File: config.mk
export PLATFORM = sky130hd
export DESIGN_NAME = sfma_queue
export DESIGN_NICKNAME = d
export VERILOG_FILES = /design/src/design/sparse_format_matrix_element_access_assert.svh /design/src/design/sfma_pkg.sv /design/src/design/sfma_queue.sv
export SDC_FILE = /design/constraint.sdc
export NUM_CORES = 1
export LEC_CHECK = 0
export BUFFER_PORTS_ARGS = -buffer_cell sky130_fd_sc_hd__buf_2
export CAP_MARGIN = 20
export CELL_PAD_IN_SITES_DETAIL_PLACEMENT = 0
export CELL_PAD_IN_SITES_GLOBAL_PLACEMENT = 1
export CORE_MARGIN = 2
export CORE_UTILIZATION = 25
export CTS_BUF_LIST = sky130_fd_sc_hd__clkbuf_8
export DETAILED_ROUTE_END_ITERATION = 6
export GPL_TIMING_DRIVEN = 0
export PLACE_DENSITY = 0.5
export SYNTH_ARGS = -nofsm -noshare
export SYNTH_HDL_FRONTEND = slang
export SYNTH_SLANG_ARGS = --single-unit
File: constraint.sdc
create_clock -name aclk -period 4.4 [get_ports aclk]
set_clock_uncertainty 0.05 [all_clocks]
set_input_delay 0 -clock aclk [delete_from_list [all_inputs] [get_ports aclk]]
set_output_delay 0 -clock aclk [all_outputs]
set_load 0.03 [all_outputs]
File: src/design/sparse_format_matrix_element_access_assert.svh
// ----------------------------------------------------------------------------
// Assertion macros for the sparse matrix element access block
// Two checks: one in the same cycle, one in the next cycle. Both compile
// to nothing when NO_ASSERTIONS is defined.
// ----------------------------------------------------------------------------
`ifndef SPARSE_FORMAT_MATRIX_ELEMENT_ACCESS_ASSERT_SVH
`define SPARSE_FORMAT_MATRIX_ELEMENT_ACCESS_ASSERT_SVH
`ifndef NO_ASSERTIONS
`define SFMA_ASSERT_SAME(label, clk, rstn, ante, cons, msg) \
    label: assert property (@(posedge clk) disable iff (!rstn) (ante) |-> (cons)) \
        else $error(msg);
`define SFMA_ASSERT_NEXT(label, clk, rstn, ante, cons, msg) \
    label: assert property (@(posedge clk) disable iff (!rstn) (ante) |=> (cons)) \
        else $error(msg);
`else
`define SFMA_ASSERT_SAME(label, clk, rstn, ante, cons, msg)
`define SFMA_ASSERT_NEXT(label, clk, rstn, ante, cons, msg)
`endif
`endif

File: src/design/sfma_pkg.sv
// ----------------------------------------------------------------------------
// sfma_pkg
// Shared types, codes and widths of the sparse matrix element access block.
// ----------------------------------------------------------------------------
package sfma_pkg;

    localparam int IN_TDATA_W  = 64;
    localparam int OUT_TDATA_W = 48;
    localparam int ADDR_OUT_W  = 12;
    localparam int DIM_W       = 9;
    localparam int CALC_W      = 24;
    localparam int MUL_A_W     = 8;
    localparam int MUL_B_W     = 11;
    localparam int PROD_W      = MUL_A_W + 1 + MUL_B_W;
    localparam int QUEUE_DEPTH = 4;
    localparam int QPTR_W      = $clog2(QUEUE_DEPTH);
    localparam int QCNT_W      = $clog2(QUEUE_DEPTH + 1);

    // storage modes
    localparam logic [2:0] MODE_ZERO   = 3'd0;
    localparam logic [2:0] MODE_DIAG   = 3'd1;
    localparam logic [2:0] MODE_BAND   = 3'd2;
    localparam logic [2:0] MODE_STRIPE = 3'd3;
    localparam logic [2:0] MODE_DENSE  = 3'd4;

    // item functions
    localparam logic [1:0] FUNC_READ  = 2'd0;
    localparam logic [1:0] FUNC_WRITE = 2'd1;
    localparam logic [1:0] FUNC_LOAD  = 2'd2;

    // what the back end does with a queued item
    localparam logic [1:0] KIND_NONE  = 2'd0;
    localparam logic [1:0] KIND_READ  = 2'd1;
    localparam logic [1:0] KIND_WRITE = 2'd2;

    // configuration register indexes
    localparam logic [2:0] REG_STORAGE_MODE = 3'd0;
    localparam logic [2:0] REG_COLUMN_MAJOR = 3'd1;
    localparam logic [2:0] REG_NUM_ROWS     = 3'd2;
    localparam logic [2:0] REG_NUM_COLS     = 3'd3;
    localparam logic [2:0] REG_STRIPE_COUNT = 3'd4;

    typedef logic signed [CALC_W-1:0]  calc_t;
    typedef logic signed [MUL_B_W-1:0] mulb_t;
    typedef logic signed [8:0]         off_t;

    typedef struct packed {
        logic [2:0]       storage_mode;
        logic             column_major;
        logic [DIM_W-1:0] num_rows;
        logic [DIM_W-1:0] num_cols;
        logic [3:0]       stripe_count;
    } cfg_t;

    // address = base + mul_a * mul_b, valid when hit_pre and inside the store
    typedef struct packed {
        logic [1:0]         kind;
        logic               hit_pre;
        calc_t              base;
        logic [MUL_A_W-1:0] mul_a;
        mulb_t              mul_b;
        logic [31:0]        wdata;
    } qent_t;

endpackage

File: src/design/sfma_queue.sv
// ----------------------------------------------------------------------------
// sfma_queue
// Short FIFO of classified items between the front and back ends.
// ----------------------------------------------------------------------------
module sfma_queue (
    input  logic           aclk,
    input  logic           aresetn,
    input  logic           push,
    input  sfma_pkg::qent_t push_data,
    output logic           full,
    input  logic           pop,
    output logic           valid,
    output sfma_pkg::qent_t head
);
    import sfma_pkg::*;

    qent_t             ent_reg [QUEUE_DEPTH];
    logic [QPTR_W-1:0] wr_ptr_reg, wr_ptr_next;
    logic [QPTR_W-1:0] rd_ptr_reg, rd_ptr_next;
    logic [QCNT_W-1:0] count_reg, count_next;
    logic              do_push, do_pop;

    assign full  = (count_reg == QCNT_W'(QUEUE_DEPTH));
    assign valid = (count_reg != '0);
    assign head  = ent_reg[rd_ptr_reg];

    always_comb begin
        do_push     = push && !full;
        do_pop      = pop && valid;
        wr_ptr_next = do_push ? QPTR_W'(wr_ptr_reg + 1'b1) : wr_ptr_reg;
        rd_ptr_next = do_pop ? QPTR_W'(rd_ptr_reg + 1'b1) : rd_ptr_reg;
        count_next  = count_reg;
        if (do_push && !do_pop) begin
            count_next = QCNT_W'(count_reg + 1'b1);
        end else if (do_pop && !do_push) begin
            count_next = QCNT_W'(count_reg - 1'b1);
        end
    end

    always_ff @(posedge aclk) begin
        if (!aresetn) begin
            wr_ptr_reg <= '0;
            rd_ptr_reg <= '0;
            count_reg  <= '0;
        end else begin
            wr_ptr_reg <= wr_ptr_next;
            rd_ptr_reg <= rd_ptr_next;
            count_reg  <= count_next;
        end
    end

    always_ff @(posedge aclk) begin
        if (do_push) begin
            ent_reg[wr_ptr_reg] <= push_data;
        end
    end

endmodule

==> summary.txt <==
Result of the run = completed
Die Footprint = 0.0487 sq mm
Fmax achieved = 391 MHz
Maximum root-to-sink buffer count = 3
Multiplexer fraction of the synthesized cell area = 15.2%
R2R setup slack = 1840 ps
Setup repair bufs after CTS = 0
Startpoint-to-endpoint class of the critical path = flip-flop to flip-flop
Setup violations, final = 0
Sequence of cells on the critical path = nor3b_1 > nor2b_1 > clkbuf_1 > ha_1 > inv_1 > fa_1 > xor2_1 > or3_1 > a21boi_0
Nets@finish = 845
Internal Power = 0.00626 W
Power after layout = 0.00906 W
Net Switching = 0.00280 W
Worst reg2reg startpoint = count_reg[0]$_SDFFE_PN0P_
Comb pwr share = 28.5%
Hold Vio Cnt, Final = 0
Area delta synth->final = 30.5%
TritonCTS Buffers = 53
Yosys top cell by area = edfxtp_1
Number of global-route vias before repair = 6329
Die Span Y = 221 um
Slowest library cell on the worst path = dfxtp_1
Overall fraction of global-route tracks in use = 10.2%
CTS H-tree depth = 2
Final Instance Area = 0.0153 sq mm
Fraction of synthesized cell area taken by the top area cell type = 79.8%
Number of flip-flops and latches in the synthesized netlist = 321
Peak VDD IR = 0.000331 V
Kind of path behind the tightest hold check = primary input to flip-flop
Post-Synth Simple-Gate Area = 0.831%
Largest family of logic cells by synthesized area = multiplexers
Largest driver fanout on the critical path = 7
CP peak stage delay = 460 ps
# IOs = 162
Effective utilization at floorplan = 25.3%
Fraction of layout instances using a drive strength above 1 = 41.5%
Synth Area per Inst = 25.8 sq um
Worst Hold End = ent_reg[3][47]$_DFFE_PP_
Largest net degree at the start of global routing = 43
Remaining design rule violation count = 0
Ratio of routed vias to standard cells = 4.11
Max Cap Violations = 0
Post-route fraction of the period consumed by the critical path = 58.1%
Number of design-rule violations left by the first detailed-router iteration = 266
Total number of vias = 5770
Worst reg-to-reg path cell count = 9
Antenna violations before repair = 1
Worst-Margin Slew = 807 ps
Post-synthesis cell area = 0.0117 sq mm
Unrepaired setup endpoints after global routing = no
Row Count = 79
Critical Path Start Type = flip-flop
XOR/XNOR share of the synthesized area = 0.298%
Sequential share of the synthesized area = 81.3%
Yosys cell types = 23
First-pass GRT wire length = 36700 um
Standby leakage power = 5.17 nW
Endpoint kind of the worst setup timing path = flip-flop
Clock network latency to the later pin of the worst-skew pair = 600 ps
Main area contributors after synthesis = edfxtp_1 80%, mux4_2 15%, dfxtp_1 1.5%, ha_1 0.53%, buf_12 0.51%
TritonCTS sink count = 321
Final cell count without fillers = 1403
Pwr Density = 591 mW/mm^2
Number of filler cells placed in the layout = 4486
Synthesized instance count = 456
Area of the core = 0.0465 sq mm
Clock tree root buffer cell = clkbuf_8
Largest register FFs = 312
Clock slew at reported path FFs = 60 ps
CTS tree = built
Endpoint of the lowest-slack register-to-register path = count_reg[2]$_SDFFE_PN0P_
Iteration count of the initial detailed-routing pass = 4
Cell count of the worst hold path = 2
Final critical-path required period = 2560 ps
Clock network power share = 29.6%
Wirelength per Cell = 17.8 um
Number of pins exceeding their max-slew limit in the final report = 0
Adder-Cell Fraction of Synth Area = 0.703%
Detailed Route WL = 24900 um
Relative slew slack = 46.2%
Synthesized net count = 544
Number of buffers added on ports = 160
Post-synthesis compound-gate area fraction = 0.245%
Placed Area = 0.0134 sq mm
Launch point of the worst hold path = push_data[47]
Critical path required time = 4860 ps
Number of warnings reported in the yosys synthesis log = 0
Placed cells = 1227
Antenna violation net count after detailed routing = 0
Part of the power in registers = 41.8%
Die width = 221 um
Worst endpoint data arrival time = 3020 ps
Global placement routability congestion = 0.653
Half-perimeter wire length of the detailed placement result = 15300 um
Switching power as a share of total power = 30.9%
Final global-route overflow total = 0
kinds of logic after synthesis:
family / after synthesis
DFF: 321
muxes: 81
buffers and inverters: 23
and+or+nand+nor: 17
adders and majority gates: 6
AOI/OAI and AO/OA: 4
xor gates and xnor gates: 4
what timing repair did:
action,4_1_cts,5_1_grt
hold buffers,82,0
endpoints found under the hold margin,321,0
gates resized for setup,0,0
worst max-delay path by stage:
stage,slack (ps),to,from
after floorplan,1060,ent_reg[0][0]$_DFFE_PP_,count_reg[0]$_SDFFE_PN0P_
after global placement,-550,ent_reg[3][55]$_DFFE_PP_,count_reg[0]$_SDFFE_PN0P_
after detailed placement,1870,ent_reg[2][55]$_DFFE_PP_,count_reg[0]$_SDFFE_PN0P_
after CTS,1810,head[39],flip-flop
after global routing,1710,count_reg[2]$_SDFFE_PN0P_,count_reg[0]$_SDFFE_PN0P_
final,1840,count_reg[2]$_SDFFE_PN0P_,count_reg[0]$_SDFFE_PN0P_
placed cells by master (no fill, tap or decap), types with 2 or more instances in the layout:
cell type	count
clkinv_2	10
buf_4	5
mux4_2	78
dlygate4sd3_1	82
and2_1	4
or3_1	2
edfxtp_1	312
and2_4	4
clkinv_1	14
buf_2	164
ha_1	5
clkbuf_1	7
buf_16	4
nor2b_1	2
buf_12	3
nand2_1	4
dfxtp_1	9
xnor2_1	3
inv_1	11
mux2i_1	3
bufinv_16	7
clkbuf_8	53
Yosys cell counts:
| cell | n |
|---|---|
| a21boi_0 | 1 |
| and2_1 | 8 |
| buf_12 | 3 |
| buf_2 | 4 |
| buf_4 | 5 |
| buf_6 | 1 |
| clkbuf_1 | 7 |
| dfxtp_1 | 9 |
| edfxtp_1 | 312 |
| fa_1 | 1 |
| ha_1 | 5 |
| inv_1 | 3 |
| mux2i_1 | 3 |
| mux4_2 | 78 |
| nand2_1 | 4 |
| nor2b_1 | 2 |
| nor3b_1 | 1 |
| o21ai_0 | 1 |
| o311ai_0 | 1 |
| o31ai_1 | 1 |
| or3_1 | 2 |
| xnor2_1 | 3 |
| xor2_1 | 1 |
layout make-up:
cell class	instances	area, sq um	share of cell area (%)
sequential	321	9550	62.3
multi-input combinational	112	2040	13.3
timing repair buffer	246	1730	11.3
tap	607	759	4.95
clock buffer	53	729	4.76
clock inverter	40	350	2.29
buffer	20	155	1.01
inverter	3	11.3	0.0735
antenna	1	2.50	0.0163
per-layer routing:
metal	global-route usage (%)	wire length [um]
met1	11.8	10000
met2	17.9	13000
met5	0	0
met4	3.78	592
met3	3.13	1320
power by group through the flow:
| stage | logic, W | clock network, W | registers, W |
|---|---|---|---|
| finish | 0.00259 | 0.00269 | 0.00379 |
| global route | 0.00277 | 0.00292 | 0.00382 |
| CTS | 0.00267 | 0.00280 | 0.00380 |
| detailed placement | 0.00260 | 0 | 0.00386 |
| global placement | 0.00253 | 0 | 0.00388 |
| floorplan | 0.00184 | 0 | 0.00385 |
through the flow:
stage | TNS [ps] | util [%] | hold slack (ps) | setup WS [ps]
3_3_place_gp | -168250 | 28.6 | 159 | -553
6_report | 0 | 33.0 | 97.9 | 1840
5_1_grt | 0 | 33.0 | 44.5 | 1710
3_5_place_dp | 0 | 28.9 | 166 | 1870
4_1_cts | 0 | 33.0 | 20.1 | 1810
2_1_floorplan | 0 | - | 48.9 | 1060
critical path, delay by kind of cell, from the launching register on:
| family | cells | cell delay [ps] |
|---|---|---|
| AND/OR/NAND/NOR | 3 | 550 |
| flip-flops | 1 | 460 |
| AO/OA/AOI/OAI | 1 | 190 |
| buffers and inverters | 2 | 400 |
| adder cells (fa/ha/maj) | 2 | 640 |
| XOR/XNOR | 1 | 180 |
(Power assumes the default switching activity.)
